### config.mk
export PLATFORM = sky130hd
export DESIGN_NAME = grid_auto_placement
export DESIGN_NICKNAME = d
export VERILOG_FILES = /design/src/rtl/gap_pkg.sv /design/src/rtl/grid_auto_placement.sv /design/src/rtl/gap_ctrl.sv /design/src/rtl/gap_datapath.sv
export SDC_FILE = /design/constraint.sdc
export NUM_CORES = 1
export LEC_CHECK = 0
export BUFFER_PORTS_ARGS = -buffer_cell sky130_fd_sc_hd__clkbuf_2
export CAP_MARGIN = 40
export CORE_MARGIN = 2
export CORE_UTILIZATION = 60
export DETAILED_ROUTE_END_ITERATION = 8
export PLACE_DENSITY = 0.81
export SLEW_MARGIN = 20
export SYNTH_ARGS = -nofsm -noshare
export SYNTH_HDL_FRONTEND = slang
export SYNTH_SLANG_ARGS = --single-unit
### constraint.sdc
create_clock -name aclk -period 8.6 [get_ports aclk]
set_clock_uncertainty 0.05 [all_clocks]
set_input_delay 2.58 -clock aclk [delete_from_list [all_inputs] [get_ports aclk]]
set_output_delay 2.58 -clock aclk [all_outputs]
set_load 0.02 [all_outputs]
### src/rtl/gap_pkg.sv
package gap_pkg;

    localparam int MAX_TRACKS_DEF = 16;
    localparam int SPAN_W         = 5;
    localparam int POS_W          = 4;
    localparam int DATA_W         = 32;
    localparam int ADDR_W         = 3;

    typedef enum logic [1:0] {
        OP_START  = 2'd0,
        OP_PLACE  = 2'd1,
        OP_FINISH = 2'd2
    } op_t;

    // controller to datapath
    typedef struct packed {
        logic load;
        logic clear;
        logic finish;
        logic set_conflict;
        logic search_init;
        logic search_step;
        logic mark_step;
        logic out_load;
    } cmd_t;

    // datapath to controller
    typedef struct packed {
        op_t  op;
        logic skip;
        logic cols_over;
        logic found;
        logic fail;
        logic mark_last;
    } stat_t;

endpackage

### src/rtl/grid_auto_placement.sv
// grid auto-placement, first fit on a MAX_TRACKS x MAX_TRACKS occupancy map
//
// input channel (s_valid/s_ready): one transaction per op. start clears the map,
// cursor, tallest-row mark and sticky conflict; place asks for a rectangle with
// fixed or auto row/column and spans; finish resolves the row count.
// result channel (m_valid/m_ready): exactly one transaction per input transaction.
// configuration: APB-style writes, columns_setting at 0x0, rows_setting at 0x4.
//
// latency: start, finish and skipped places go from dispatch straight to the result
// load. a place scans one grid row per cycle from its start row and then marks one
// row per cycle before its result load; the occupancy read port sets this rate.
// one transaction is in work at a time; s_ready returns together with m_valid, as the
// result is loaded into the output register.
// a stalled receiver holds the result in the output register; the next input
// transaction is still taken and worked, and waits only to load its result.
// reset (synchronous, active low) clears the map, the settings and both channels.
module grid_auto_placement #(
    parameter int MAX_TRACKS = gap_pkg::MAX_TRACKS_DEF
) (
    input  logic                        aclk,
    input  logic                        aresetn,
    // configuration port
    input  logic                        psel,
    input  logic                        penable,
    input  logic                        pwrite,
    input  logic [gap_pkg::ADDR_W-1:0]  paddr,
    input  logic [gap_pkg::DATA_W-1:0]  pwdata,
    output logic [gap_pkg::DATA_W-1:0]  prdata,
    output logic                        pready,
    // input channel
    input  logic                        s_valid,
    output logic                        s_ready,
    input  logic [1:0]                  s_op,
    input  logic                        s_out_of_flow,
    input  logic [gap_pkg::SPAN_W-1:0]  s_row_request,
    input  logic [gap_pkg::SPAN_W-1:0]  s_column_request,
    input  logic [gap_pkg::SPAN_W-1:0]  s_row_span,
    input  logic [gap_pkg::SPAN_W-1:0]  s_column_span,
    // result channel
    output logic                        m_valid,
    input  logic                        m_ready,
    output logic                        m_status,
    output logic                        m_placed,
    output logic [gap_pkg::POS_W-1:0]   m_row,
    output logic [gap_pkg::POS_W-1:0]   m_column,
    output logic [gap_pkg::SPAN_W-1:0]  m_row_count,
    output logic [gap_pkg::SPAN_W-1:0]  m_column_count
);
    import gap_pkg::*;

    // register select is address bit 2 (word address)
    localparam logic REG_COLUMNS = 1'b0;
    localparam logic REG_ROWS    = 1'b1;

    logic [SPAN_W-1:0] columns_setting_reg;
    logic [SPAN_W-1:0] rows_setting_reg;
    cmd_t              cmd;
    stat_t             stat;

    // settings registers, written on the access phase
    always_ff @(posedge aclk) begin
        if (!aresetn) begin
            columns_setting_reg <= '0;
            rows_setting_reg    <= '0;
        end else if (psel && penable && pwrite) begin
            unique case (paddr[2])
                REG_COLUMNS: columns_setting_reg <= pwdata[SPAN_W-1:0];
                REG_ROWS:    rows_setting_reg    <= pwdata[SPAN_W-1:0];
                default:     ;
            endcase
        end
    end

    // readback
    always_comb begin
        unique case (paddr[2])
            REG_COLUMNS: prdata = DATA_W'(columns_setting_reg);
            REG_ROWS:    prdata = DATA_W'(rows_setting_reg);
            default:     prdata = '0;
        endcase
    end

    // no wait states
    assign pready = 1'b1;

    // sequencer: accept, dispatch, row scan, row mark, result load
    gap_ctrl u_ctrl (
        .aclk    (aclk),
        .aresetn (aresetn),
        .s_valid (s_valid),
        .s_ready (s_ready),
        .m_valid (m_valid),
        .m_ready (m_ready),
        .stat    (stat),
        .cmd     (cmd)
    );

    // occupancy map, cursor, search counters and output register
    gap_datapath #(
        .MAX_TRACKS (MAX_TRACKS)
    ) u_datapath (
        .aclk             (aclk),
        .aresetn          (aresetn),
        .cmd              (cmd),
        .stat             (stat),
        .s_op             (s_op),
        .s_out_of_flow    (s_out_of_flow),
        .s_row_request    (s_row_request),
        .s_column_request (s_column_request),
        .s_row_span       (s_row_span),
        .s_column_span    (s_column_span),
        .columns_setting  (columns_setting_reg),
        .rows_setting     (rows_setting_reg),
        .m_status         (m_status),
        .m_placed         (m_placed),
        .m_row            (m_row),
        .m_column         (m_column),
        .m_row_count      (m_row_count),
        .m_column_count   (m_column_count)
    );

endmodule

### src/rtl/gap_ctrl.sv
module gap_ctrl (
    input  logic            aclk,
    input  logic            aresetn,
    input  logic            s_valid,
    output logic            s_ready,
    output logic            m_valid,
    input  logic            m_ready,
    input  gap_pkg::stat_t  stat,
    output gap_pkg::cmd_t   cmd
);
    import gap_pkg::*;

    typedef enum logic [4:0] {
        ST_IDLE   = 5'b00001,
        ST_EXEC   = 5'b00010,
        ST_SEARCH = 5'b00100,
        ST_MARK   = 5'b01000,
        ST_RESP   = 5'b10000
    } state_t;

    state_t state_reg, state_next;
    logic   m_valid_reg, m_valid_next;

    always_comb begin
        state_next = state_reg;
        cmd        = '0;
        unique case (state_reg)
            ST_IDLE: begin
                if (s_valid) begin
                    cmd.load   = 1'b1;
                    state_next = ST_EXEC;
                end
            end
            ST_EXEC: begin
                unique case (stat.op)
                    OP_START: begin
                        cmd.clear  = 1'b1;
                        state_next = ST_RESP;
                    end
                    OP_PLACE: begin
                        if (stat.skip) begin
                            state_next = ST_RESP;
                        end else if (stat.cols_over) begin
                            cmd.set_conflict = 1'b1;
                            state_next       = ST_RESP;
                        end else begin
                            cmd.search_init = 1'b1;
                            state_next      = ST_SEARCH;
                        end
                    end
                    OP_FINISH: begin
                        cmd.finish = 1'b1;
                        state_next = ST_RESP;
                    end
                    default: begin
                        state_next = ST_RESP;
                    end
                endcase
            end
            ST_SEARCH: begin
                cmd.search_step = 1'b1;
                if (stat.found) begin
                    state_next = ST_MARK;
                end else if (stat.fail) begin
                    state_next = ST_RESP;
                end
            end
            ST_MARK: begin
                cmd.mark_step = 1'b1;
                if (stat.mark_last) begin
                    state_next = ST_RESP;
                end
            end
            ST_RESP: begin
                if (!m_valid_reg || m_ready) begin
                    cmd.out_load = 1'b1;
                    state_next   = ST_IDLE;
                end
            end
            default: begin
                state_next = ST_IDLE;
            end
        endcase
    end

    assign m_valid_next = cmd.out_load | (m_valid_reg & ~m_ready);

    always_ff @(posedge aclk) begin
        if (!aresetn) begin
            state_reg   <= ST_IDLE;
            m_valid_reg <= 1'b0;
        end else begin
            state_reg   <= state_next;
            m_valid_reg <= m_valid_next;
        end
    end

    assign s_ready = (state_reg == ST_IDLE);
    assign m_valid = m_valid_reg;

endmodule

### src/rtl/gap_datapath.sv
module gap_datapath #(
    parameter int MAX_TRACKS = gap_pkg::MAX_TRACKS_DEF
) (
    input  logic                        aclk,
    input  logic                        aresetn,
    input  gap_pkg::cmd_t               cmd,
    output gap_pkg::stat_t              stat,
    input  logic [1:0]                  s_op,
    input  logic                        s_out_of_flow,
    input  logic [gap_pkg::SPAN_W-1:0]  s_row_request,
    input  logic [gap_pkg::SPAN_W-1:0]  s_column_request,
    input  logic [gap_pkg::SPAN_W-1:0]  s_row_span,
    input  logic [gap_pkg::SPAN_W-1:0]  s_column_span,
    input  logic [gap_pkg::SPAN_W-1:0]  columns_setting,
    input  logic [gap_pkg::SPAN_W-1:0]  rows_setting,
    output logic                        m_status,
    output logic                        m_placed,
    output logic [gap_pkg::POS_W-1:0]   m_row,
    output logic [gap_pkg::POS_W-1:0]   m_column,
    output logic [gap_pkg::SPAN_W-1:0]  m_row_count,
    output logic [gap_pkg::SPAN_W-1:0]  m_column_count
);
    import gap_pkg::*;

    localparam int RW = $clog2(MAX_TRACKS);
    localparam int TW = $clog2(MAX_TRACKS + 1);
    localparam int XW = ((TW > SPAN_W) ? TW : SPAN_W) + 2;
    localparam logic [XW-1:0] MAX_X  = XW'(MAX_TRACKS);
    localparam logic [RW-1:0] LAST_R = RW'(MAX_TRACKS - 1);

    // latched item
    logic [1:0]        op_reg;
    logic              oof_reg;
    logic [SPAN_W-1:0] rreq_reg, creq_reg, rspan_reg, cspan_reg;

    // layout state
    logic [MAX_TRACKS-1:0] occ_mem [MAX_TRACKS];
    logic [MAX_TRACKS-1:0] valid_reg;
    logic [MAX_TRACKS-1:0] rd_data_reg;
    logic                  rd_valid_reg;
    logic [TW-1:0]         cursor_row_reg;
    logic [RW-1:0]         cursor_col_reg;
    logic [TW-1:0]         tallest_reg;
    logic                  conflict_reg;

    // search and mark
    logic [RW-1:0]         row_reg;
    logic                  pend_reg;
    logic [SPAN_W-1:0]     cnt_reg [MAX_TRACKS];
    logic [RW-1:0]         mk_row_reg;
    logic [SPAN_W-1:0]     mk_left_reg;
    logic [MAX_TRACKS-1:0] mk_mask_reg;

    // result
    logic              res_placed_reg;
    logic [RW-1:0]     res_row_reg, res_col_reg;
    logic [SPAN_W-1:0] res_rcount_reg;

    // combinational
    logic [MAX_TRACKS-1:0] occ_row;
    logic [XW-1:0]         cols_x, rreq_x, creq_x, rspan_x, cspan_x;
    logic [XW-1:0]         r_start_x, y_x, top_x, cc_x;
    logic [MAX_TRACKS-1:0] span_m, hit, mk_mask_new;
    logic [SPAN_W-1:0]     cnt_new [MAX_TRACKS];
    logic [RW-1:0]         sel_c;
    logic                  found, fail;
    logic                  rd_en;
    logic [RW-1:0]         rd_addr;
    logic [XW-1:0]         implied_x, rows_x;

    assign occ_row   = rd_valid_reg ? rd_data_reg : '0;
    assign cols_x    = (columns_setting == '0) ? XW'(1) : XW'(columns_setting);
    assign rreq_x    = XW'(rreq_reg);
    assign creq_x    = XW'(creq_reg);
    assign rspan_x   = XW'(rspan_reg);
    assign cspan_x   = XW'(cspan_reg);
    assign r_start_x = (rreq_reg != '0) ? (rreq_x - XW'(1)) : XW'(cursor_row_reg);
    assign y_x       = XW'(row_reg);
    assign top_x     = y_x + XW'(1) - rspan_x;

    // per-column run counts of free rows, one grid row per cycle
    always_comb begin
        logic [SPAN_W-1:0] cnt_sat;
        logic              rowfree, colok, posok;
        for (int i = 0; i < MAX_TRACKS; i++) begin
            span_m[i] = (XW'(i) < cspan_x);
        end
        for (int c = 0; c < MAX_TRACKS; c++) begin
            rowfree    = ~|(occ_row & (span_m << c));
            cnt_sat    = (cnt_reg[c] == '1) ? cnt_reg[c] : (cnt_reg[c] + SPAN_W'(1));
            cnt_new[c] = rowfree ? cnt_sat : '0;
            colok      = (XW'(c) + cspan_x) <= cols_x;
            if (creq_reg != '0) begin
                posok = (XW'(c) + XW'(1)) == creq_x;
            end else begin
                posok = (top_x != XW'(cursor_row_reg)) || (XW'(c) >= XW'(cursor_col_reg));
            end
            hit[c] = pend_reg && (XW'(cnt_new[c]) >= rspan_x) && colok && posok;
        end
    end

    // leftmost fitting column
    always_comb begin
        sel_c = '0;
        for (int c = MAX_TRACKS - 1; c >= 0; c--) begin
            if (hit[c]) begin
                sel_c = RW'(c);
            end
        end
    end

    assign found = |hit;
    assign fail  = !found && (!pend_reg || (row_reg == LAST_R) ||
                   ((rreq_reg != '0) && ((y_x + XW'(2)) >= (rreq_x + rspan_x))));
    assign cc_x  = XW'(sel_c) + cspan_x;

    always_comb begin
        for (int i = 0; i < MAX_TRACKS; i++) begin
            mk_mask_new[i] = (XW'(i) >= XW'(sel_c)) && (XW'(i) < cc_x);
        end
    end

    always_comb begin
        rd_en   = 1'b0;
        rd_addr = row_reg + RW'(1);
        if (cmd.search_init) begin
            rd_en   = r_start_x < MAX_X;
            rd_addr = r_start_x[RW-1:0];
        end else if (cmd.search_step) begin
            if (found) begin
                rd_en   = 1'b1;
                rd_addr = top_x[RW-1:0];
            end else if (!fail) begin
                rd_en   = 1'b1;
                rd_addr = row_reg + RW'(1);
            end
        end else if (cmd.mark_step && (mk_left_reg != SPAN_W'(1))) begin
            rd_en   = 1'b1;
            rd_addr = mk_row_reg + RW'(1);
        end
    end

    assign implied_x = (tallest_reg == '0) ? XW'(1) : XW'(tallest_reg);
    assign rows_x    = (rows_setting != '0) ? XW'(rows_setting) : implied_x;

    // occupancy rows, read data registered
    always_ff @(posedge aclk) begin
        if (cmd.mark_step) begin
            occ_mem[mk_row_reg] <= occ_row | mk_mask_reg;
        end
        if (rd_en) begin
            rd_data_reg <= occ_mem[rd_addr];
        end
    end

    // control state
    always_ff @(posedge aclk) begin
        if (!aresetn) begin
            valid_reg      <= '0;
            rd_valid_reg   <= 1'b0;
            cursor_row_reg <= '0;
            cursor_col_reg <= '0;
            tallest_reg    <= '0;
            conflict_reg   <= 1'b0;
        end else begin
            if (rd_en) begin
                rd_valid_reg <= valid_reg[rd_addr];
            end
            if (cmd.clear) begin
                valid_reg      <= '0;
                cursor_row_reg <= '0;
                cursor_col_reg <= '0;
                tallest_reg    <= '0;
                conflict_reg   <= 1'b0;
            end
            if (cmd.mark_step) begin
                valid_reg[mk_row_reg] <= 1'b1;
            end
            if (cmd.set_conflict) begin
                conflict_reg <= 1'b1;
            end
            if (cmd.finish && ((rows_x > MAX_X) || (rows_x < XW'(tallest_reg)))) begin
                conflict_reg <= 1'b1;
            end
            if (cmd.search_step) begin
                if (found) begin
                    if ((y_x + XW'(1)) > XW'(tallest_reg)) begin
                        tallest_reg <= TW'(y_x + XW'(1));
                    end
                    if (cc_x >= cols_x) begin
                        cursor_col_reg <= '0;
                        cursor_row_reg <= TW'(top_x + XW'(1));
                    end else begin
                        cursor_col_reg <= cc_x[RW-1:0];
                        cursor_row_reg <= TW'(top_x);
                    end
                end else if (fail) begin
                    conflict_reg <= 1'b1;
                end
            end
        end
    end

    // item, search and result registers
    always_ff @(posedge aclk) begin
        if (cmd.load) begin
            op_reg         <= s_op;
            oof_reg        <= s_out_of_flow;
            rreq_reg       <= s_row_request;
            creq_reg       <= s_column_request;
            rspan_reg      <= (s_row_span == '0) ? SPAN_W'(1) : s_row_span;
            cspan_reg      <= (s_column_span == '0) ? SPAN_W'(1) : s_column_span;
            res_placed_reg <= 1'b0;
            res_row_reg    <= '0;
            res_col_reg    <= '0;
            res_rcount_reg <= '0;
        end
        if (cmd.finish && !(rows_x > MAX_X) && !(rows_x < XW'(tallest_reg)) &&
            !conflict_reg) begin
            res_rcount_reg <= rows_x[SPAN_W-1:0];
        end
        if (cmd.search_init) begin
            row_reg  <= r_start_x[RW-1:0];
            pend_reg <= r_start_x < MAX_X;
            for (int c = 0; c < MAX_TRACKS; c++) begin
                cnt_reg[c] <= '0;
            end
        end
        if (cmd.search_step) begin
            if (found) begin
                res_placed_reg <= 1'b1;
                res_row_reg    <= top_x[RW-1:0];
                res_col_reg    <= sel_c;
                mk_row_reg     <= top_x[RW-1:0];
                mk_left_reg    <= rspan_reg;
                mk_mask_reg    <= mk_mask_new;
            end else if (!fail) begin
                row_reg <= row_reg + RW'(1);
                for (int c = 0; c < MAX_TRACKS; c++) begin
                    cnt_reg[c] <= cnt_new[c];
                end
            end
        end
        if (cmd.mark_step) begin
            mk_row_reg  <= mk_row_reg + RW'(1);
            mk_left_reg <= mk_left_reg - SPAN_W'(1);
        end
        if (cmd.out_load) begin
            m_status       <= conflict_reg;
            m_placed       <= res_placed_reg;
            m_row          <= POS_W'(res_row_reg);
            m_column       <= POS_W'(res_col_reg);
            m_row_count    <= res_rcount_reg;
            m_column_count <= cols_x[SPAN_W-1:0];
        end
    end

    assign stat.op        = op_t'(op_reg);
    assign stat.skip      = oof_reg || conflict_reg;
    assign stat.cols_over = cols_x > MAX_X;
    assign stat.found     = found;
    assign stat.fail      = fail;
    assign stat.mark_last = (mk_left_reg == SPAN_W'(1));

    // the area found by the search must be free when it is marked
    a_mark_free: assert property (@(posedge aclk) disable iff (!aresetn)
        cmd.mark_step |-> ((occ_row & mk_mask_reg) == '0))
        else $error("marking an occupied cell");

    a_clear: assert property (@(posedge aclk) disable iff (!aresetn)
        cmd.clear |=> (!conflict_reg && (valid_reg == '0) && (tallest_reg == '0)))
        else $error("layout not cleared on start");

    a_cursor: assert property (@(posedge aclk) disable iff (!aresetn)
        (cmd.search_step && found) |=> (XW'(cursor_col_reg) < cols_x))
        else $error("cursor column past column count");

    a_tallest: assert property (@(posedge aclk) disable iff (!aresetn)
        XW'(tallest_reg) <= MAX_X)
        else $error("tallest row beyond grid");

endmodule
==> reports/results.tsv <==
stage	metric	value	unit
status	run status	completed	
logic_synthesis	Yosys Warn Count	0	
power	Sequential Power Share	0.358	
logic_synthesis	Post-synth ARST share	0	
power	sw power	2.566	mW
logic_synthesis	Cells after Synth	2388	
logic_synthesis	Synth area leaders	edfxtp_1 (46%), mux2i_1 (10%), ha_1 (9.1%), dfxtp_1 (4.4%), a21oi_1 (2.8%)	
power	Comb power frac	0.365	
logic_synthesis	Syn Std Cell Area	0.02765	mm²
sta	RSZ-0062 raised after global routing	no	
power	Worst VDD drop	204.5	µV
clocking	H-tree depth	2	
clocking	CTS Root Buffer Type	clkbuf_16	
finish	synth-to-layout area growth	9.938	%
critical_path	critical path type	register to register	
logic_synthesis	Post-synth EDFFs	426	
critical_path	CP Max Fanout	10	
power	P_leak	12.22	nW
route	Routed wire per std cell	22.48	µm
die	die area	0.04781	mm²
sta	fmax	124.1	MHz
die	Die H	218.7	µm
route	Via-to-Cell Ratio	6.404	
clocking	Worst-path clk slew	0.06	ns
sta	Final Hold Viols	0	
die	area of the core	0.04548	mm²
logic_synthesis	Synth Flop Type	edfxtp_1	
die	Die Width	218.7	µm
sta	relative slew slack	0.3700	
sta	worst-margin pin slew	0.9212	ns
sta	Tmin final	8.059	ns
finish	number of flip-flops in the largest register	256	
sta	Final Setup Violations	0	
min_path	Hold WC Path Type	register to register	
power	Sw Share	0.3418	
finish	Antenna Cells	0	
placed_design	Placed Area	0.02880	mm²
route	DRC Markers	0	
route	First-pass DRT Iterations	9	
die	initial core utilization	0.6080	
critical_path	Reg2Reg Depth	36	
flow_run	max cap viols	0	
global_route	initial antenna violation count	0	
critical_path	CP peak stage delay	0.56	ns
die	I/O Pins	120	
finish	post-layout util	0.6684	
global_route	global-route wire length before repair	108200	µm
critical_path	CP Data Required Time	9.04	ns
clocking	Bufs on Longest Clock Path	3	
clocking	clk sinks	487	
finish	design area	0.03040	mm²
placed_design	hpwl dp	47850	µm
logic_synthesis	sequential share of the synthesized area	0.5068	
logic_synthesis	register bit total from synthesis	487	
clocking	Post-CTS Setup Bufs	0	
critical_path	CP endpoint kind	register	
critical_path	crit path launch type	register	
logic_synthesis	Unique masters post-synth	95	
finish	# fillers	3302	
route	via count	19900	
sta	TNS Setup	0	ns
power	Clock power frac	0.277	
global_route	vias in the first global route	19660	
finish	most frequent cells in the layout	edfxtp_1 (426), mux2i_1 (278), ha_1 (202), nor2_1 (161), a21oi_1 (153)	
sta	fin. max-slew vios	0	
placed_design	routability cong.	1.051	
min_path	hold path cells	0	
route	DRT iter0 DRCs	2081	
global_route	total track usage	0.2925	
logic_synthesis	Synth area leader	edfxtp_1	
route	DRT Wirelength	69830	µm
critical_path	CP max stage cell	a2111oi_0	
global_route	global route total overflow	0	
route	ANT nets after route	0	
logic_synthesis	post-synth top area share	0.4627	
clocking	CTS hold repair buffers	0	
clocking	Skew-Pair Late Insertion Delay	0.62	ns
power	Int Pwr	4.941	mW
global_route	largest net degree at the start of global routing	50	
power	Power Density	247.0	mW/mm²
critical_path	WP depth	36	
logic_synthesis	syn_area_per_cell	11.58	µm²
finish	proportion of layout cells with a drive suffix above 1	0.09813	
die	site row count	78	
clocking	CTS tree	built	
critical_path	WP data arrival	8.50	ns
sta	period utilization	0.9371	
placed_design	I/O Buffers	62	
finish	commonest non-fill, non-tap cell in the layout	edfxtp_1	
finish	nets	2739	
critical_path	most frequent CP cell	ha_1	
critical_path	Top delay family on crit path	compound AO/OA/AOI/OAI gates	
critical_path	critical path buffer and inverter count	5	
clocking	clock buffer count from CTS	50	
[power groups by stage]
stage / Sequential (mW) / Combinational, mW / Clock (mW)
6_report: 2.69 / 2.74 / 2.08
5_1_grt: 2.69 / 2.96 / 2.18
2_1_floorplan: 2.72 / 2.10 / 0
4_1_cts: 2.69 / 2.71 / 2.09
3_5_place_dp: 2.74 / 2.70 / 0
3_3_place_gp: 2.74 / 2.60 / 0
[logic make-up after synthesis]
logic type	after synthesis	synth area share
adder cells (fa/ha/maj)	204	0.09286
XOR/XNOR	102	0.03331
AO/OA/AOI/OAI	482	0.1130
AND/OR/NAND/NOR	618	0.1149
flip-flops	487	0.5068
buffers and inverters	213	0.03738
multiplexers	280	0.1015
other	2	0.0002716
[metrics by stage]
stage	worst slack (ns)	instances	power (mW)	hold WS [ns]
final	0.5408	3107	7.508	0.3660
after detailed placement	0.6891	3015	5.436	0.3593
after floorplan	1.165	2414	4.820	0.3503
after global placement	0.8379	3007	5.340	0.3547
after CTS	0.6765	3104	7.498	0.3664
after global routing	0.08687	3107	7.833	0.3887
[final cells by class]
cell class / count / area, µm² / share of cell area
repair buffers: 136 / 1006 / 0.03309
clock inverters: 23 / 220.2 / 0.007245
clock buffers: 66 / 1333 / 0.04384
flip-flops and latches: 487 / 14010 / 0.4610
inverters: 81 / 304.0 / 0.01000
well taps: 600 / 750.7 / 0.02470
multi-input cells: 1714 / 12770 / 0.4201
[per-layer routing]
layer  share of wire  GRT usage  vias up
li1                -          -     9137
met1            0.40     0.3797     9648
met2            0.48     0.4850      913
met3           0.083    0.05678      200
met4           0.037     0.1146        0
met5               0          0        -
[synth_stat cells (25+ instances only)]
library cell and instances:
nand2_1 106, nor3_1 55, edfxtp_1 426, nor2_1 161, and2_1 42, xor2_1 50
dfxtp_1 61, a21oi_1 153, inv_1 78, nor2b_1 25, nand4_1 30, mux2i_1 278
o21ai_0 77, clkbuf_1 65, ha_1 202, a31oi_1 32, xnor2_1 50, nand3_1 56
a21o_1 25, nand2b_1 51, a211oi_1 26, and3_1 30, buf_4 36
[path summary, 6_finish.rpt]
kind	from	endpoint	slack, ns
setup / recovery	u_datapath.cspan_reg[4]	u_datapath.cursor_row_reg[1]	0.54
hold / removal	u_datapath.res_rcount_reg[2]	u_datapath.m_row_count[2]	0.37
setup reg to reg	u_datapath.cspan_reg[4]	u_datapath.cursor_row_reg[1]	0.54
hold reg to reg	u_datapath.res_rcount_reg[2]	u_datapath.m_row_count[2]	0.37
[repair_timing]
action / CTS / global route
resized for setup: 0 / 2
endpoints found under the setup margin: 0 / 1
endpoints found under the hold margin: 0 / 0
[worst register-to-register path, delay by kind of cell (launching register included)]
family | cells | cell delay (ns)
adder cells (fa/ha/maj) | 4 | 1.12
flip-flops | 1 | 0.39
XOR/XNOR | 1 | 0.19
AO/OA/AOI/OAI | 14 | 3.31
buffers and inverters | 5 | 1.01
AND/OR/NAND/NOR | 12 | 1.89
Power figures use the tool's default switching activity.
